File: config.mk
export PLATFORM = sky130hd
export DESIGN_NAME = sqimg_front
export DESIGN_NICKNAME = d
export VERILOG_FILES = /design/src/rtl/sqimg_pkg.sv /design/src/rtl/sqimg_front.sv
export SDC_FILE = /design/constraint.sdc
export NUM_CORES = 1
export LEC_CHECK = 0
export BUFFER_PORTS_ARGS = -buffer_cell sky130_fd_sc_hd__buf_4
export CELL_PAD_IN_SITES_DETAIL_PLACEMENT = 0
export CELL_PAD_IN_SITES_GLOBAL_PLACEMENT = 1
export CORE_ASPECT_RATIO = 1.75
export CORE_UTILIZATION = 35
export CTS_CLUSTER_DIAMETER = 150
export CTS_CLUSTER_SIZE = 30
export DETAILED_ROUTE_END_ITERATION = 8
export GPL_ROUTABILITY_DRIVEN = 0
export GPL_TIMING_DRIVEN = 0
export PLACE_DENSITY_LB_ADDON = 0.1
export SLEW_MARGIN = 20
export SYNTH_ARGS = -nofsm -noshare
export SYNTH_HDL_FRONTEND = slang
export SYNTH_SLANG_ARGS = --single-unit
export TNS_END_PERCENT = 1
File: constraint.sdc
create_clock -name i_clk -period 1.5 [get_ports i_clk]
set_input_delay 0.225 -clock i_clk [delete_from_list [all_inputs] [get_ports i_clk]]
set_output_delay 0.225 -clock i_clk [all_outputs]
set_load 0.01 [all_outputs]
File: src/rtl/sqimg_pkg.sv
// Shared constants and types for the square image flip/rotate block.
`default_nettype none
package sqimg_pkg;

    localparam int SIDE       = 32;
    localparam int PIXEL_BITS = 8;

    localparam int AREA    = SIDE * SIDE;
    localparam int COORD_W = (SIDE > 1) ? $clog2(SIDE) : 1;
    localparam int ADDR_W  = $clog2(AREA);
    localparam int PIX_W   = 8;
    localparam int STORE_W = (PIXEL_BITS < PIX_W) ? PIXEL_BITS : PIX_W;
    localparam int MODE_W  = 3;

    localparam int Q_DEPTH = 4;
    localparam int Q_PTR_W = $clog2(Q_DEPTH);
    localparam int Q_CNT_W = $clog2(Q_DEPTH + 1);

    localparam logic [MODE_W-1:0] MODE_FLIP_H = 3'd0;
    localparam logic [MODE_W-1:0] MODE_FLIP_V = 3'd1;
    localparam logic [MODE_W-1:0] MODE_TRANS  = 3'd2;
    localparam logic [MODE_W-1:0] MODE_ROT_CW = 3'd3;
    localparam logic [MODE_W-1:0] MODE_ROT_CC = 3'd4;

    localparam logic ACT_WRITE = 1'b0;
    localparam logic ACT_READ  = 1'b1;

    // One classified operation for the memory side.
    typedef struct packed {
        logic               is_write;
        logic [ADDR_W-1:0]  addr;
        logic [STORE_W-1:0] pixel;
        logic               last;
        logic               not_ready;
    } t_cmd;

endpackage
`default_nettype wire

File: src/rtl/sqimg_front.sv
// Front end: accepts transactions, tracks frame positions, computes source addresses.
`default_nettype none
module sqimg_front (
    input  wire logic                   i_clk,
    input  wire logic                   i_rst_n,
    input  wire logic                   i_cfg_valid,
    input  wire logic [sqimg_pkg::MODE_W-1:0] i_cfg_mode,
    input  wire logic                   i_in_valid,
    input  wire logic                   i_action,
    input  wire logic [sqimg_pkg::PIX_W-1:0] i_pixel_in,
    input  wire logic                   i_q_full,
    output logic                        o_push,
    output sqimg_pkg::t_cmd             o_cmd
);
    import sqimg_pkg::*;

    localparam logic [COORD_W-1:0] SIDE_M1 = COORD_W'(SIDE - 1);
    localparam logic [ADDR_W-1:0]  AREA_M1 = ADDR_W'(AREA - 1);

    logic [MODE_W-1:0]  r_mode;
    logic [ADDR_W-1:0]  r_wpos, n_wpos;
    logic [COORD_W-1:0] r_row, n_row;
    logic [COORD_W-1:0] r_col, n_col;
    logic               r_ready, n_ready;

    logic [COORD_W-1:0] src_row, src_col;
    logic               rd_last;

    assign o_push = i_in_valid && !i_q_full;

    always_comb begin
        case (r_mode)
            MODE_FLIP_H: begin src_row = r_row;            src_col = SIDE_M1 - r_col; end
            MODE_FLIP_V: begin src_row = SIDE_M1 - r_row;  src_col = r_col;           end
            MODE_TRANS:  begin src_row = r_col;            src_col = r_row;           end
            MODE_ROT_CW: begin src_row = SIDE_M1 - r_col;  src_col = r_row;           end
            MODE_ROT_CC: begin src_row = r_col;            src_col = SIDE_M1 - r_row; end
            default:     begin src_row = r_row;            src_col = r_col;           end
        endcase
    end

    assign rd_last = (r_row == SIDE_M1) && (r_col == SIDE_M1);

    always_comb begin
        o_cmd.is_write  = (i_action == ACT_WRITE);
        o_cmd.pixel     = i_pixel_in[STORE_W-1:0];
        o_cmd.last      = 1'b0;
        o_cmd.not_ready = 1'b0;
        if (i_action == ACT_WRITE) begin
            o_cmd.addr = r_wpos;
        end else begin
            o_cmd.addr = ADDR_W'(src_row) * ADDR_W'(SIDE) + ADDR_W'(src_col);
            o_cmd.last      = r_ready && rd_last;
            o_cmd.not_ready = !r_ready;
        end
    end

    always_comb begin
        n_wpos  = r_wpos;
        n_row   = r_row;
        n_col   = r_col;
        n_ready = r_ready;
        if (o_push) begin
            if (i_action == ACT_WRITE) begin
                if (r_wpos == AREA_M1) begin
                    n_wpos  = '0;
                    n_ready = 1'b1;
                end else begin
                    n_wpos = r_wpos + 1'b1;
                end
            end else if (r_ready) begin
                if (r_col == SIDE_M1) begin
                    n_col = '0;
                    if (r_row == SIDE_M1) begin
                        n_row   = '0;
                        n_ready = 1'b0;
                    end else begin
                        n_row = r_row + 1'b1;
                    end
                end else begin
                    n_col = r_col + 1'b1;
                end
            end
        end
    end

    always_ff @(posedge i_clk) begin
        if (!i_rst_n) begin
            r_mode  <= MODE_FLIP_H;
            r_wpos  <= '0;
            r_row   <= '0;
            r_col   <= '0;
            r_ready <= 1'b0;
        end else begin
            if (i_cfg_valid) begin
                r_mode <= i_cfg_mode;
            end
            r_wpos  <= n_wpos;
            r_row   <= n_row;
            r_col   <= n_col;
            r_ready <= n_ready;
        end
    end

endmodule
`default_nettype wire

After elaboration in Yosys (flattened, before gate mapping)
Cells that the tools add are included.

cells by class
  $add $sub $neg = 6
  reduce and logical (&&, ||, !) cells = 13
  bitwise logic cells = 1
  multiplexer cells = 12
  equal/unequal tests = 7

operator list
  operator                 number
  $pmux W5 S3              2
  $mux W10                 2
  $add A10 B1 Y10 const B  1
  $add A10 B5 Y10          1
  $add A5 B1 Y5 const B    2
  $eq A10 B10 Y1 const B   1
  $eq A5 B5 Y1 const B     2
  $mux W5                  2
  $sub A5 B5 Y5 const A    2
  $eq A3 B2 Y1 const B     2
  $mux W1                  5
  $reduce_and A2 Y1        2
  $reduce_and A4 Y1        1
  $reduce_or A2 Y1         2
  $eq A3 B1 Y1 const B     1
  $eq A3 B3 Y1 const B     1
  $logic_and A1 B1 Y1      3
  $logic_not A3 Y1         1
  $reduce_and A3 Y1        1
  $logic_not A1 Y1         2
  $mux W2                  1
  $reduce_bool A2 Y1       1
  $not A1 Y1               1

storage, ports and cells
  word-level logic and storage cells = 44
  register bits after elaboration = 24
  output and inout port bits = 22
  bits of input ports = 17

Longest topological paths before layout
  depth in word-level cells = 5
  mapped depth = 6
  gate-level depth less buffers = 6

Worst setup path after synthesis
OpenSTA, ideal clock, no wires.

  kind = register -> register
  start point = register r_col[0]
  end point = register r_col[3]
  stages on the path, launching flop included = 6
  path buffers = 0
  period minus slack after synthesis = 1639 ps
  path slack = -139 ps
  data required time = 1429 ps
  library setup time = 71 ps
  data arrival time = 1569 ps
  path through = dfxtp_1 ha_1 and3_1 ha_1 or4_1 a21oi_1

on the way
  word-level cells in the longest chain between the ends = 2
  elaborated cells on any way between the ends = 3
  those cells by class = 1 x add/sub; 1 x eq/ne; 1 x mux

ends and longest elaborated chain
  item                                                  line                                  text
  from (decl)                                           sqimg_front.sv:23                     logic [COORD_W-1:0] r_col, n_col;
  from (signal assigned)                                sqimg_front.sv:100                    r_col <= n_col;
  $add A5 B1 Y5 / $eq A5 B5 Y1 (equally long branches)  sqimg_front.sv:81, sqimg_front.sv:72
  $mux W5 (*)                                           sqimg_front.sv:72                     if (r_col == SIDE_M1) begin

Every way passes the cells marked *; elsewhere a longest branch is shown, timed or not.
A chain may end at the register's enable or synchronous reset.

==> metrics.txt <==
status finished with violations; failing checks negative setup slack; Worst Path Max Fanout 10; fraction of layout cells with a size suffix above 1 a little under two fifths; FP Rows 33; count leader, synth nor2_1; Buf/Inv on CP 2; reg-to-reg slack, setup -80 ps; synth unique cells 47; Worst-Skew Late Latency 280 ps; R2R Path End r_row[2]; root buffer cell clkbuf_8; sequential fraction of the synthesis area 27.4%; synth warn 0; largest net degree at the start of global routing 15; cell taking the most area after synthesis dfxtp_1; fin. max-slew vios 0; initial antenna violation count 0; ys async rst share 0%; Synth Area in Simple Gates between 20% and 30%; worst vdd ir slightly below 0.5 mV; Crit path max-delay family compound AO/OA/AOI/OAI gates; Reg clk slew, reported paths about 90 ps; Remaining DRCs 0; Cell Area, Synth 1750 µm²; All-Layer GR Usage a little over a fifth; Synth Register Bits 24; CTS buffer count 3; fin crit period around 1900 ps; Worst Hold Depth 3; Arrival @ worst endpoint between 1500 and 2000 ps; total grt overflow 0; Setup Skew 6.93 ps; slowest stage cell on the critical path dfxtp_4; Mean Syn Cell Area ~7.7 µm²; FMAX between 500 and 600 MHz; depth of the most critical reg-to-reg path 5; post-synthesis mux area share approximately 6.9%; vias in the first global route between 1.5k and 2k; CTS Buffer Depth 2; CP startpoint r_mode[2]; total wire length ~5300 µm; Routed Antenna Nets 0; Die X 55.5 µm; filler instances 476; complex-gate fraction of the synthesized area 20.0%; via count approximately 1.7k; ant diodes 0; share of the synthesized area in the top cell type 27.4%; Layout area overhead 34.6%; CTS sink count 24; Hold Path Class in2reg; Initial Utilization roughly 37%; placed instance area just over 2000 µm²; hold_sp i_cfg_mode[0]; Hold EP r_mode[0]; Port Buffers 29; die area approximately 5300 µm²; Post-Synth Adder-Cell Area around 3.6%; max_slew headroom ~62%; data required time of the worst path 1270 ps; Place WS -288 ps; Final period util 125%; XOR/XNOR share of the synthesized area under 10%; WS Path Type reg2out; worst slew pin tran 571 ps; cells after synthesis 227; CTS HTree Levels 1; RSZ-0062 raised after global routing true; via/cell ratio 5.60; die extent in y between 90 and 100 µm; Seq. cell area ~510 µm²; Startpoint Class flop; final instance area roughly 2400 µm²; pwr/cell area 659 nW/µm²; Final Net Count between 200 and 300; Main synth FF type dfxtp_1; most area-consuming cells after synthesis dfxtp_1 (27%), nor2_1 (6.6%), mux2i_1 (6.3%), xor2_1 (4.0%), buf_4 (3.9%); largest family of logic cells by synthesized area simple AND/OR/NAND/NOR gates; Pleak approximately 0.91 nW; I/O Pins 39; crit end category output pin; Post-DP HPWL about 3700 µm; first-pass GRT wire length ~8600 µm; max incr delay on CP 390 ps; final hold viol count 0; crit path cell chain clkbuf_8 -> and3_1 -> a21oi_2 -> o2111ai_2 -> o21a_1 -> buf_4; Synth top cells by count nor2_1 (31), dfxtp_1 (24), nand2_1 (18), clkbuf_1 (13); DRT iter0 DRCs between 40 and 50; EDFF count, synth 0; FF-to-FF Start r_row[1]; area of the multi-input gates ~1300 µm²; Max Cap Viol 0; WL/cell 17.0 µm; CTS tree built; DR pass1 iterations 4; PnR worst setup slack -372 ps; Pwr Total ~1.6 mW; Setup Viol. Count Final 13; Syn Nets 249; Placeable Area about 4700 µm²
-- cell families (layout without fill, tap and decap cells) --
logic type      count (synthesis)  after routing
fa+ha+maj                       5              5
buf+inv                        29             62
mux                            12             12
simple gates                   93             93
xor+xnor                       10             10
flops                          24             24
compound gates                 54             54
-- through the flow --
stage | std cells | utilization (%) | TNS [ps] | hold slack (ps)
floorplan | 227 | - | -97.1 | 366
detailed placement | 308 | 43.4 | -4870 | 471
global route | 312 | 49.6 | -4740 | 219
finish | 312 | 49.6 | -3550 | 192
global placement | 308 | 43.4 | -5300 | 466
CTS | 311 | 48.2 | -3780 | 191
-- routing by layer --
| layer | routed length [µm] | vias to the layer above | track usage [%] |
|---|---|---|---|
| li1 | - | 875 | - |
| met1 | 2110 | 833 | 23.6 |
| met4 | 167 | 0 | 8.13 |
| met2 | 2900 | 29 | 39.4 |
| met5 | 0 | - | 0 |
| met3 | 136 | 11 | 2.17 |
-- cells in the final DEF (no fill, tap or decap), drive strengths merged, types with 3 or more instances in the layout --
cell / count
nand3: 8
a21oi: 12
and3: 7
a31oi: 8
ha: 5
clkbuf: 12
o21ai: 13
nand4: 4
nor2: 31
nand2: 18
inv: 4
nor2b: 3
o211ai: 5
mux2i: 11
xor2: 8
dfxtp: 24
nand2b: 3
or2: 3
buf: 45
-- worst register-to-register path: cells and delay by family, from the launching register on --
| family | cells | cell delay [ps] |
|---|---|---|
| flip-flops | 1 | 350 |
| AO/OA/AOI/OAI | 1 | 120 |
| adder cells (fa/ha/maj) | 2 | 350 |
| AND/OR/NAND/NOR | 2 | 700 |
-- worst max path at each step --
stage,end,slack [ps],cells past startpoint
CTS,o_cmd[12],-370,6
finish,o_cmd[19],-370,6
global placement,r_wpos[0],-300,5
floorplan,o_cmd[12],-30,5
global route,o_cmd[12],-480,6
detailed placement,r_wpos[9],-290,5
-- report_power, final --
group | internal [mW] | switching (mW)
sequential | 0.640 | 0.0139
clock | 0.357 | 0.233
combinational | 0.153 | 0.154
-- state kept, by name, indices dropped and copies added (netlist names) --
| register | count |
|---|---|
| r_row | 5 |
| r_wpos | 10 |
| r_col | 5 |
| r_mode | 3 |
| r_ready | 1 |
-- final cells by class --
cell class                 instances  share of cell area, %
clock buffer                       3                   1.75
tap                               52                   2.76
multi-input combinational        174                   53.6
buffer                            23                   8.18
sequential                        24                   21.7
timing repair buffer              31                   10.0
inverter                           4                  0.637
clock inverter                     1                   1.27
-- timing repair --
action,in CTS,in global routing
hold buffers,0,0
gates resized for setup,53,24
buffers inserted,1,1
gates cloned,0,0
endpoints found under the hold margin,0,0
endpoints found under the setup margin,24,26
pin swaps,13,10
No activity file was read; power rests on OpenSTA's default activity.
