==> src/rtl/sqimg_pkg.sv <==
// Shared constants and types for the square image flip/rotate block.
`default_nettype none
package sqimg_pkg;

    localparam int SIDE       = 32;
    localparam int PIXEL_BITS = 8;

    localparam int AREA    = SIDE * SIDE;
    localparam int COORD_W = (SIDE > 1) ? $clog2(SIDE) : 1;
    localparam int ADDR_W  = $clog2(AREA);
    localparam int PIX_W   = 8;
    localparam int STORE_W = (PIXEL_BITS < PIX_W) ? PIXEL_BITS : PIX_W;
    localparam int MODE_W  = 3;

    localparam int Q_DEPTH = 4;
    localparam int Q_PTR_W = $clog2(Q_DEPTH);
    localparam int Q_CNT_W = $clog2(Q_DEPTH + 1);

    localparam logic [MODE_W-1:0] MODE_FLIP_H = 3'd0;
    localparam logic [MODE_W-1:0] MODE_FLIP_V = 3'd1;
    localparam logic [MODE_W-1:0] MODE_TRANS  = 3'd2;
    localparam logic [MODE_W-1:0] MODE_ROT_CW = 3'd3;
    localparam logic [MODE_W-1:0] MODE_ROT_CC = 3'd4;

    localparam logic ACT_WRITE = 1'b0;
    localparam logic ACT_READ  = 1'b1;

    // One classified operation for the memory side.
    typedef struct packed {
        logic               is_write;
        logic [ADDR_W-1:0]  addr;
        logic [STORE_W-1:0] pixel;
        logic               last;
        logic               not_ready;
    } t_cmd;

endpackage
`default_nettype wire

==> src/rtl/sqimg_queue.sv <==
// Small command queue between the front end and the memory side.
`default_nettype none
module sqimg_queue (
    input  wire logic            i_clk,
    input  wire logic            i_rst_n,
    input  wire logic            i_push,
    input  wire sqimg_pkg::t_cmd i_cmd,
    output logic                 o_full,
    input  wire logic            i_pop,
    output logic                 o_valid,
    output sqimg_pkg::t_cmd      o_cmd
);
    import sqimg_pkg::*;

    t_cmd                r_slot [Q_DEPTH];
    logic [Q_PTR_W-1:0]  r_wr_ptr;
    logic [Q_PTR_W-1:0]  r_rd_ptr;
    logic [Q_CNT_W-1:0]  r_count;
    logic                do_pop;

    assign o_full  = (r_count == Q_CNT_W'(Q_DEPTH));
    assign o_valid = (r_count != '0);
    assign o_cmd   = r_slot[r_rd_ptr];
    assign do_pop  = i_pop && o_valid;

    always_ff @(posedge i_clk) begin
        if (i_push) begin
            r_slot[r_wr_ptr] <= i_cmd;
        end
    end

    always_ff @(posedge i_clk) begin
        if (!i_rst_n) begin
            r_wr_ptr <= '0;
            r_rd_ptr <= '0;
            r_count  <= '0;
        end else begin
            if (i_push) begin
                r_wr_ptr <= r_wr_ptr + 1'b1;
            end
            if (do_pop) begin
                r_rd_ptr <= r_rd_ptr + 1'b1;
            end
            if (i_push && !do_pop) begin
                r_count <= r_count + 1'b1;
            end else if (!i_push && do_pop) begin
                r_count <= r_count - 1'b1;
            end
        end
    end

endmodule
`default_nettype wire

==> config.mk <==
export PLATFORM = sky130hd
export DESIGN_NAME = sqimg_queue
export DESIGN_NICKNAME = d
export VERILOG_FILES = /design/src/rtl/sqimg_pkg.sv /design/src/rtl/sqimg_queue.sv
export SDC_FILE = /design/constraint.sdc
export NUM_CORES = 1
export LEC_CHECK = 0
export ABC_AREA = 1
export ABC_CLOCK_PERIOD_IN_PS = 2050
export BUFFER_PORTS_ARGS = -buffer_cell sky130_fd_sc_hd__buf_2
export CELL_PAD_IN_SITES_DETAIL_PLACEMENT = 1
export CELL_PAD_IN_SITES_GLOBAL_PLACEMENT = 2
export CORE_AREA = 2 2 90 113
export DETAILED_ROUTE_END_ITERATION = 8
export DIE_AREA = 0 0 92 115
export HOLD_SLACK_MARGIN = 0.12
export PLACE_DENSITY_LB_ADDON = 0.1
export SETUP_SLACK_MARGIN = 0.4
export SLEW_MARGIN = 20
export SYNTH_ARGS = -nofsm -noshare
export SYNTH_HDL_FRONTEND = slang
export SYNTH_SLANG_ARGS = --single-unit
export TNS_END_PERCENT = 50
==> constraint.sdc <==
create_clock -name i_clk -period 2.05 [get_ports i_clk]
set_input_delay 0.1025 -clock i_clk [delete_from_list [all_inputs] [get_ports i_clk]]
set_output_delay 0.1025 -clock i_clk [all_outputs]
set_load 0.02 [all_outputs]
Word level (Yosys, flattened, before mapping)
Memories as Yosys holds them, arrays and structs flattened. A register that Yosys moved wholly into a read port is not among the register bits.
Index checks and enable logic that the tools add are counted.
W data, S select, Z words.

storage, ports and cells
  logic and storage cells = 22
  input bits = 25
  bits in read-only memories = 0
  memories kept = 1
  output and inout bits = 23
  bits in writable memories = 84
  latch bits = 0
  register bits = 7

memories
  memory  depth  width  rd ports  clocked after memory_dff  write ports  line               source
  r_slot  4      21     1         1                         1            sqimg_queue.sv:15  t_cmd r_slot [Q_DEPTH];

cells by class
  equality and inequality tests = 1
  divide/modulo/power cells = 0
  order comparisons = 0
  reduce and logical (&&, ||, !) cells = 7
  bitwise operators = 0
  multiplexer cells = 6
  $add $sub $neg = 4
  multiply operators = 0
  shift operators = 0

operators with widths
  kind                   number
  $mux W3                2
  $add A2 B1 Y2 const B  2
  $mux W2                2
  $add A3 B1 Y3 const B  1
  $eq A3 B3 Y1 const B   1
  $logic_and A1 B1 Y1    3
  $reduce_bool A3 Y1     1
  $sub A3 B1 Y3 const B  1
  $logic_not A1 Y1       2
  $mux W1                2
  $reduce_bool A2 Y1     1

Depth between registers and ports, before layout
Gate-level depths: netlist (run 1).

  word-level depth = 5
  mapped depth = 12
  gate-level depth less buffers = 12

Worst setup path after synthesis (run 1)
Ideal clock, no wire load.

  path kind = reg-to-reg
  start point = reg r_count[1]
  end point = reg r_count[2]
  setup slack = 397 ps
  cell stages (with the launch flop) = 13
  arrival time = 1540 ps
  data required time = 1937 ps
  buffers on the path = 0
  period minus slack after synthesis = 1653 ps
  library setup time = 113 ps
  cells stage by stage = dfxtp_1 > nor2_2 > nand2_2 > nand2_2 > ha_1 > inv_1 > fa_1 > inv_1 > nand2_1 > nand3_1 > nand2_1 > nand2_1 > nor2_1

on the way
  cells in the longest elaborated chain, start to end = 5
  elaborated cells on any way between the ends = 10
  those cells by class = add/sub (2); mux (2); reduce/logical (6)

ends and longest elaborated chain
  what                                                  line               source
  from (decl)                                           sqimg_queue.sv:18  logic [Q_CNT_W-1:0] r_count;
  from (signal assigned)                                sqimg_queue.sv:45  r_count <= r_count + 1'b1;
  from (signal assigned)                                sqimg_queue.sv:47  r_count <= r_count - 1'b1;
  $reduce_bool A3 Y1 (*)                                sqimg_queue.sv:22  assign o_valid = (r_count != '0);
  via o_valid                                           sqimg_queue.sv:10  output logic o_valid,
  $logic_and A1 B1 Y1 (*)                               sqimg_queue.sv:24  assign do_pop = i_pop && o_valid;
  $logic_not A1 Y1                                      sqimg_queue.sv:44  if (i_push && !do_pop) begin
  $logic_and A1 B1 Y1                                   sqimg_queue.sv:44
  $mux W3 / $reduce_bool A2 Y1 (equally long branches)  -

Mark *: on every way through the listed nets, which the timed path passes. The rest lies on a longest branch. The select of a mux whose other input is x is not followed.
A chain may end at the register's enable or synchronous reset.

==> impl_metrics.toml, run 1 <==
[run_status]
status = "finished clean"

[clocking]
h-tree-depth = 3
cts_tree = "yes"
cts_max_path_buffers = 2
path_clk_slew_ps = 60
worstSkewPairLatency_ps = 340
cts_buffers = 9
clockRootBuffer = "clkbuf_16"
cts_sinks = 93

[final_layout]
synthToLayoutAreaGrowth_pct = 28.47
num-fill-cells = 990
drive_gt1_frac = 0.2689
final_nets = 383
antennaDiodeCount = 0
finalInstanceArea_mm2 = 0.004674
multi_input_area_um2 = 774.5
register_area_mm2 = 0.002715

[synth]
synth_edf_count = 84
synth_cells = 267
synth_area_leader_cell = "edfxtp_1"
synthTopCellsByArea = "edfxtp_1 69%, dfxtp_1 5.0%, nor2_1 4.6%"
ys_ff_latch = 93
ys_seq_area_frac = 0.7428
yosysMostFrequentCell = "edfxtp_1"
ys_top_cells_by_count = "84 x edfxtp_1, 45 x nor2_1, 26 x o21ai_0"
synth_top_area_frac = 0.6933
ys.flop_type = "edfxtp_1"
async_flop_share = 0
yosysWarnings = 0
synth_area_per_cell_um2 = 13.63
ys_types = 22
syn_nets = 298
synthesis.area_mm2 = 0.003638

[routing]
num_vias = 2336
drt_iter0_markers = 190
firstDrtPassIters = 4
avgRoutedWirePerCell_um = 16.03
drt_wl_total_um = 7742
via_per_inst = 4.836
drc_errors = 0
final_antenna_net_count = 0

[floorplanning]
core_mm2 = 0.009509
num_rows = 40
die_h_um = 115
io_pins = 48
fp.dieW_um = 92
dieArea_mm2 = 0.01058
start_util = 0.3826

[global_routing]
grt_first_pass_wirelength_um = 12610
antenna_found_initial = 0
grt_pass1_vias = 2497
grt_use_total = 0.1612
grt_max_degree = 43
grt_overflow = 0

[job]
max-cap-violations = 0

[worst_setup_path]
crit_family = "flip-flops"
crit_fanout = 5
cp_num_buf_inv = 2
arrival_ps = 1510
r2r_setup_slack_ps = 470
path_cells = "clkbuf_2 -> o21ai_0 -> o22ai_1 -> buf_2"
crit_required_ps = 1950
slowest_delay_ps = 400
worstSetupPathType = "reg2out"
start_kind = "flip-flop"
cp_slowest_cell = "dfxtp_4"
cp-end-kind = "output pin"

[sta]
rsz0062_at_grt = "yes"
fin_setup_tns_ps = 0
fmax_ghz = 0.6208
relSlewSlack = 0.7876
hold_viol = 0
skew_ps = 7.047
drv_slew = 0
period_share = 0.7858
fin_crit_ps = 1611
whs_ps = 151.7
finalSetupViolations = 0
worst_slew_pin_slew_ps = 318.6

[power_and_ir_drop]
p_leak_nw = 1.754
power_switching_w = 0.001724
powerDensity_mw_per_mm2 = 1192
vdd_drop_max_uv = 507.8
p_int_w = 0.003846
sw_frac_of_total = 0.3095
pwr-share-seq = 0.410
total_power_w = 0.005570
comb_power_share = 0.271
p_clk_frac = 0.319

[place]
placed_cell_area_mm2 = 0.004000
place_hpwl_um = 4670
placement.io_buffers = 47
routabilityCongestion = 0.7003

[worst_hold_path]
hp-class = "in2reg"
==> cell usage in the layout (no fill, tap or decap) <==
cell and instances:
edfxtp_1 84, buf_2 46, nor2_1 45, o21ai_0 24
dlygate4sd3_1 23, o21ai_1 21, o22ai_1 19, buf_4 14
inv_1 13, nand2_1 13, clkbuf_16 9, a21oi_1 5
dfxtp_1 5, ha_1 4, nor2_2 3, dfxtp_4 3
inv_6 2, nand2_2 2, o22ai_2 2, nand3_1 2
bufinv_16 2, buf_6 2, clkinv_16 1, inv_2 1
nor3_1 1, xor2_1 1, nand3_2 1, fa_2 1
ha_4 1, inv_8 1, clkinv_4 1, clkinv_2 1
clkinv_1 1, dfxtp_2 1, buf_12 1, clkbuf_2 1
==> cell families after synthesis <==
family / after synthesis / share of synthesized area
fa+ha+maj: 6 / 0.02270
flops: 93 / 0.7428
xor+xnor: 1 / 0.002408
simple gates: 67 / 0.07393
buf+inv: 29 / 0.04986
compound gates: 71 / 0.1083
==> stage by stage <==
step / worst slack [ps] / instances / utilization
after global placement: 414.4 / 437 / 0.4207
after global routing: 369.4 / 483 / 0.4916
after floorplan: 415.3 / 267 / -
after detailed placement: 379.1 / 437 / 0.4207
after CTS: 380.2 / 477 / 0.4824
final: 439.1 / 483 / 0.4916
==> per-layer routing <==
metal	share of wire	track usage
met5	0	0
met4	0.016	0.07562
met3	0.029	0.03408
met2	0.54	0.2951
met1	0.42	0.1792
==> layout make-up <==
class,instances,share of cell area
Clock inverter,7,0.02088
Sequential cell,93,0.5808
Multi-Input combinational cell,145,0.1657
Clock buffer,9,0.04818
Timing Repair Buffer,87,0.1312
Inverter,16,0.01954
Tap cell,126,0.03373
==> flip-flops by register name, summed over array words and instances (netlist names), named ones only <==
register / cells
r_slot: 84
r_wr_ptr: 2
r_rd_ptr: 2
r_count: 3
==> path summary, 6_finish.rpt <==
check / end / start / depth (start not counted)
worst max-delay path: o_cmd[14] / flip-flop / 4
worst min-delay path: r_wr_ptr[0]$_SDFFE_PN0P_ / i_push / 3
worst max register to register: r_count[2]$_SDFFE_PN0P_ / r_count[0]$_SDFFE_PN0P_ / 12
worst min register to register: flip-flop / r_rd_ptr[0]$_SDFFE_PN0P_ / 2
==> worst register-to-register path, cell delays in order, from the launching register on <==
cell and delay [ps]:
dfxtp_4 350, nor2_2 110, nand2_2 70, nand2_2 100, ha_4 140, inv_1 60, fa_2 330, inv_1 60
nand2_1 50, nand3_2 80, nand2_1 50, nand2_1 50, nor2_1 30
==> power groups by stage <==
stage | logic [W] | registers, W | clock network [W]
CTS | 0.00137 | 0.00232 | 0.00183
global placement | 0.00127 | 0.00236 | 0
detailed placement | 0.00128 | 0.00237 | 0
floorplan | 0.00100 | 0.00229 | 0
global route | 0.00168 | 0.00230 | 0.00190
finish | 0.00151 | 0.00229 | 0.00178
==> what timing repair did <==
| item | CTS | global route |
|---|---|---|
| endpoints found under the hold margin | 93 | 0 |
| setup endpoints to repair | 23 | 20 |
| setup buffers | 1 | 6 |
| hold buffers | 23 | 0 |
| pin swaps | 0 | 4 |
| resized for setup | 8 | 8 |
(Power assumes the default switching activity.)
==> run 2, diff against run 1 <==
--- a/config.mk
+++ b/config.mk
@@ -6,7 +6,7 @@
 export NUM_CORES = 1
 export LEC_CHECK = 0
 export ABC_AREA = 1
-export ABC_CLOCK_PERIOD_IN_PS = 2050
+export ABC_CLOCK_PERIOD_IN_PS = 1600
 export BUFFER_PORTS_ARGS = -buffer_cell sky130_fd_sc_hd__buf_2
 export CELL_PAD_IN_SITES_DETAIL_PLACEMENT = 1
 export CELL_PAD_IN_SITES_GLOBAL_PLACEMENT = 2
==> constraint.sdc (replaced) <==
create_clock -name i_clk -period 1.6 [get_ports i_clk]
set_input_delay 0.08 -clock i_clk [delete_from_list [all_inputs] [get_ports i_clk]]
set_output_delay 0.08 -clock i_clk [all_outputs]
set_load 0.02 [all_outputs]
==> run 2 against run 1 <==
  * Cell area grew 17%
  * Setup slack lost 430 ps
  * Non-clock buffer count grew 25
  * Clock skew shrank 0.75 ps
  * Critical path depth grew 1
  * Critical path type unchanged
==> impl_metrics.toml, run 2 (synthesis gave the netlist of run 1 again) <==
[run_status]
status = "finished clean"

[job]
max-cap-violations = 0

[place]
placement.io_buffers = 47
place_hpwl_um = 4834
routabilityCongestion = 0.6959
post-place-ws_ps = -1.005

[final_layout]
largest_reg_flops = 84
top_regs = "r_slot x84, r_count x3"
top_register = "r_slot"
synthToLayoutAreaGrowth_pct = 50.10
antennaDiodeCount = 0
final_common_cell = "edfxtp_1"
final_nets = 410
drive_gt1_frac = 0.4531
final_cell_mix = "84 x edfxtp_1, 30 x nor2_1, 28 x buf_2"
register_area_mm2 = 0.002720
multi_input_area_mm2 = 0.001025
num-fill-cells = 933

[clocking]
path_clk_slew_ps = 60
cts_tree = "yes"
clockRootBuffer = "clkbuf_16"
h-tree-depth = 3
cts_buffers = 9
worstSkewPairLatency_ps = 340
cts_sinks = 93
cts_max_path_buffers = 2

[global_routing]
grt_overflow = 0
grt_pass1_vias = 2698
grt_use_total = 0.1771
grt_first_pass_wirelength_um = 13900
antenna_found_initial = 0
grt_max_degree = 43

[worst_setup_path]
crit_fanout = 21
regToRegStartpoint = "r_count[1]$_SDFFE_PN0P_"
reg2reg_depth = 10
crit_required_ps = 1520
r2r_setup_slack_ps = 100
arrival_ps = 1510
worstSetupPathType = "reg2out"
r2r_end = "r_count[2]$_SDFFE_PN0P_"
cp-end-kind = "output pin"
start_kind = "flip-flop"

[worst_hold_path]
hold_end = "r_wr_ptr[0]$_SDFFE_PN0P_"
hp-class = "in2reg"
whs_path_depth = 3
hold_path_startpoint = "i_push"

[sta]
period_share = 0.9940
rsz0062_at_grt = "yes"
fmax_ghz = 0.6288
fin_crit_ps = 1590
relSlewSlack = 0.8271
finalSetupViolations = 0
hold_viol = 0
setup_ws_ps = 9.602
worst_slew_pin_slew_ps = 256.6
drv_slew = 0
skew_ps = 6.300

[floorplanning]
core_mm2 = 0.009509
io_pins = 48
dieArea_mm2 = 0.01058
fp.dieW_um = 92
start_util = 0.3826
die_h_um = 115
num_rows = 40

[power_and_ir_drop]
total_power_w = 0.008023
vdd_drop_max_uv = 749.8
powerDensity_mw_per_mm2 = 1469
p_leak_nw = 2.012

[routing]
drt_iter0_markers = 114
via_per_inst = 4.929
drt_wl_total_um = 9744
firstDrtPassIters = 4
num_vias = 2514
final_antenna_net_count = 0
avgRoutedWirePerCell_um = 19.11
drc_errors = 0
==> run 2: worst max-delay path by stage <==
stage | slack [ps] | cells after the start | startpoint | to
2_1_floorplan | -0.2 | 12 | r_count[0]$_SDFFE_PN0P_ | r_count[2]$_SDFFE_PN0P_
6_report | 10 | 5 | flip-flop | o_cmd[19]
4_1_cts | 50 | 4 | flip-flop | o_cmd[4]
5_1_grt | -30 | 5 | flip-flop | o_cmd[9]
3_3_place_gp | 30 | 12 | r_count[0]$_SDFFE_PN0P_ | r_count[2]$_SDFFE_PN0P_
3_5_place_dp | -1 | 12 | r_count[0]$_SDFFE_PN0P_ | r_count[2]$_SDFFE_PN0P_
==> run 2: power breakdown <==
part           total, W  internal [W]  switching (W)
Combinational   0.00299       0.00138        0.00161
Sequential      0.00294       0.00283       0.000112
Clock           0.00209       0.00121       0.000883
==> run 2: repair_timing <==
| item | 4_1_cts | 5_1_grt |
|---|---|---|
| gates resized for setup | 64 | 83 |
| pin swaps | 16 | 14 |
| setup endpoints to repair | 97 | 110 |
| hold buffers | 23 | 0 |
| cloned | 5 | 5 |
| hold endpoints to repair | 93 | 0 |
| buffers inserted | 13 | 7 |
==> run 2: area by class of cell <==
| type | count | area share |
|---|---|---|
| Inverter | 16 | 0.01901 |
| Tap cell | 126 | 0.02887 |
| Clock buffer | 10 | 0.04192 |
| Clock inverter | 6 | 0.01145 |
| Sequential cell | 93 | 0.4981 |
| Timing Repair Buffer | 112 | 0.2055 |
| Multi-Input combinational cell | 145 | 0.1876 |
| Timing Repair inverter | 2 | 0.007560 |
==> run 2: metrics by stage <==
stage	setup TNS, ps	hold slack [ps]	utilization	instance area [um2]	std cells
finish	0	143.4	0.5743	5461	510
global route	-81.28	153.4	0.5743	5461	510
CTS	0	135.9	0.5311	5050	498
detailed placement	-1.005	297.1	0.4320	4108	441
global placement	0	288.8	0.4320	4108	441
floorplan	-0.1753	178.9	-	3699	267
==> run 2: critical path, cell delays in order, from the launching register on <==
cell,delay (ps)
dfxtp_4,410
buf_12,190
clkinv_16,110
nor2_1,160
o22ai_2,130
buf_6,150
==> run 2: per-layer routing <==
layer	track usage	vias up	routed length [um]
li1	-	1198	-
met1	0.2022	1261	3957
met2	0.3240	47	5393
met3	0.04128	8	281
met4	0.06567	0	111
met5	0	-	0
==> run 3, diff against run 2 <==
--- a/config.mk
+++ b/config.mk
@@ -14,7 +14,7 @@
 export DETAILED_ROUTE_END_ITERATION = 8
 export DIE_AREA = 0 0 92 115
 export HOLD_SLACK_MARGIN = 0.12
-export PLACE_DENSITY_LB_ADDON = 0.1
+export PLACE_DENSITY = 0.77
 export SETUP_SLACK_MARGIN = 0.4
 export SLEW_MARGIN = 20
 export SYNTH_ARGS = -nofsm -noshare
==> run 3 against run 2 <==
  * The flow now finishes with violations (setup timing)
  * Cell area down 0.21%
  * Utilization down 0.12 points
  * Power up 4.2%
  * Cell count down 2.2%
  * Combinational power up 6%
  * Sequential power about the same
  * Hold slack worse by 110 ps
  * Critical endpoint is now o_cmd[8]
==> impl_metrics.toml, run 3 (synthesis gave the netlist of run 1 again) <==
[final_layout]
fin_cells = 499
antennaDiodeCount = 0
final_common_cell = "edfxtp_1"
top_register = "r_slot"
finalInstanceArea_mm2 = 0.005450
final_nets = 401
num-fill-cells = 928
final_cell_mix = "84 x edfxtp_1, 30 x nor2_1, 24 x buf_2"
drive_gt1_frac = 0.4745
synthToLayoutAreaGrowth_pct = 49.79
top_regs = "r_slot x84, r_count x3"
largest_reg_flops = 84

[clocking]
cts_buffers = 9
worstSkewPairLatency_ps = 350
hold_buffers = 23
h-tree-depth = 3
clockRootBuffer = "clkbuf_16"
cts_max_path_buffers = 2
cts_tree = "yes"
path_clk_slew_ps = 60
cts_sinks = 93

[sta]
whs_ps = 30.76
rsz0062_at_grt = "yes"
finalSetupViolations = 1
period_share = 1.008
skew_ps = 5.529
relSlewSlack = 0.8020
setup_ws_ps = -13.54
hold_viol = 0
drv_slew = 0
fin_crit_ps = 1614
fmax_ghz = 0.6198
worst_slew_pin_slew_ps = 293.9

[routing]
firstDrtPassIters = 4
final_antenna_net_count = 0
avgRoutedWirePerCell_um = 19.52
num_vias = 2473
drt_wl_total_um = 9739
via_per_inst = 4.956
drc_errors = 0
drt_iter0_markers = 128

[run_status]
status = "finished with violations"
violations = "setup timing"

[global_routing]
grt_overflow = 0
grt_max_degree = 22
grt_pass1_vias = 2685
grt_first_pass_wirelength_um = 13770
grt_use_total = 0.1755
antenna_found_initial = 0

[worst_setup_path]
reg2reg_depth = 12
arrival_ps = 1530
regToRegStartpoint = "r_count[0]$_SDFFE_PN0P_"
worstSetupPathType = "reg2out"
start_kind = "flip-flop"
r2r_setup_slack_ps = 30
cp-end-kind = "output pin"
r2r_end = "r_count[2]$_SDFFE_PN0P_"
crit_fanout = 6
crit_required_ps = 1520

[worst_hold_path]
hp-class = "in2reg"
hold_path_startpoint = "i_rst_n"
hold_end = "r_count[2]$_SDFFE_PN0P_"
whs_path_depth = 3

[floorplanning]
core_mm2 = 0.009509
io_pins = 48
start_util = 0.3826
die_h_um = 115
fp.dieW_um = 92
num_rows = 40
dieArea_mm2 = 0.01058

[place]
dpl.cell_count = 437
placement.io_buffers = 47
place_hpwl_um = 4669
placed_cell_area_mm2 = 0.004116
routabilityCongestion = 0.6940

[job]
max-cap-violations = 0

[power_and_ir_drop]
p_leak_nw = 1.974
vdd_drop_max_uv = 1366
powerDensity_mw_per_mm2 = 1533
run 3: cell types whose count changed in the layout (fill, tap and decap cells not counted), sizes merged:
cell,before,now
clkinv,5,1
inv,15,17
clkbuf,13,11
buf,86,76
clkinvlp,3,4
bufinv,1,2
bufbuf,0,1
run 3: cell type report:
type,count,area [um2],area share
Sequential cell,93,2720,0.4991
Multi-Input combinational cell,145,1119,0.2052
Timing Repair Buffer,101,974.7,0.1788
Clock buffer,10,229.0,0.04201
Tap cell,126,157.7,0.02893
Inverter,16,93.84,0.01722
Timing Repair inverter,4,81.33,0.01492
Clock inverter,4,75.07,0.01377
run 3: where the power goes:
part	switching [W]	internal, W	total, W
Sequential	0.000125	0.00283	0.00296
Clock	0.000867	0.00135	0.00222
Combinational	0.00173	0.00145	0.00318
run 3: how the worst max path moves through the flow:
stage / startpoint / end / slack, ps / depth (start not counted)
6_report: flip-flop / o_cmd[8] / -10 / 5
5_1_grt: r_count[0]$_SDFFE_PN0P_ / r_count[2]$_SDFFE_PN0P_ / -60 / 11
4_1_cts: r_count[0]$_SDFFE_PN0P_ / r_count[2]$_SDFFE_PN0P_ / 70 / 12
3_5_place_dp: r_count[1]$_SDFFE_PN0P_ / r_count[2]$_SDFFE_PN0P_ / 20 / 12
3_3_place_gp: r_count[0]$_SDFFE_PN0P_ / r_count[2]$_SDFFE_PN0P_ / 70 / 12
2_1_floorplan: r_count[0]$_SDFFE_PN0P_ / r_count[2]$_SDFFE_PN0P_ / -0.2 / 12
run 3: metrics by stage:
stage	utilization	setup slack, ps	total power [W]	TNS (ps)
after global placement	0.4329	73.08	0.004744	0
after detailed placement	0.4329	24.51	0.004812	0
final	0.5732	-13.54	0.008358	-13.54
after floorplan	-	-0.1753	0.004253	-0.1753
after CTS	0.5278	74.99	0.007711	0
after global routing	0.5732	-63.01	0.008705	-186.4
run 3: worst max-delay path: stages (launching register included):
cell,delay [ps]
dfxtp_4,410
buf_12,240
buf_6,140
o21ai_4,50
o22ai_2,190
buf_6,150
run 3: repair_timing:
| action | CTS | global route |
|---|---|---|
| pin swaps | 17 | 10 |
| endpoints found under the setup margin | 67 | 109 |
| hold endpoints to repair | 93 | 4 |
| setup buffers | 14 | 5 |
| gates resized for setup | 72 | 83 |
| gates cloned | 3 | 3 |
run 3: metal layers:
| metal | GRT usage | share of wire | vias to the layer above |
|---|---|---|---|
| met3 | 0.03145 | 0.048 | 13 |
| met4 | 0.1025 | 0.020 | 0 |
| met1 | 0.1997 | 0.39 | 1232 |
| met2 | 0.3103 | 0.54 | 58 |
| met5 | 0 | 0 | - |
| li1 | - | - | 1170 |
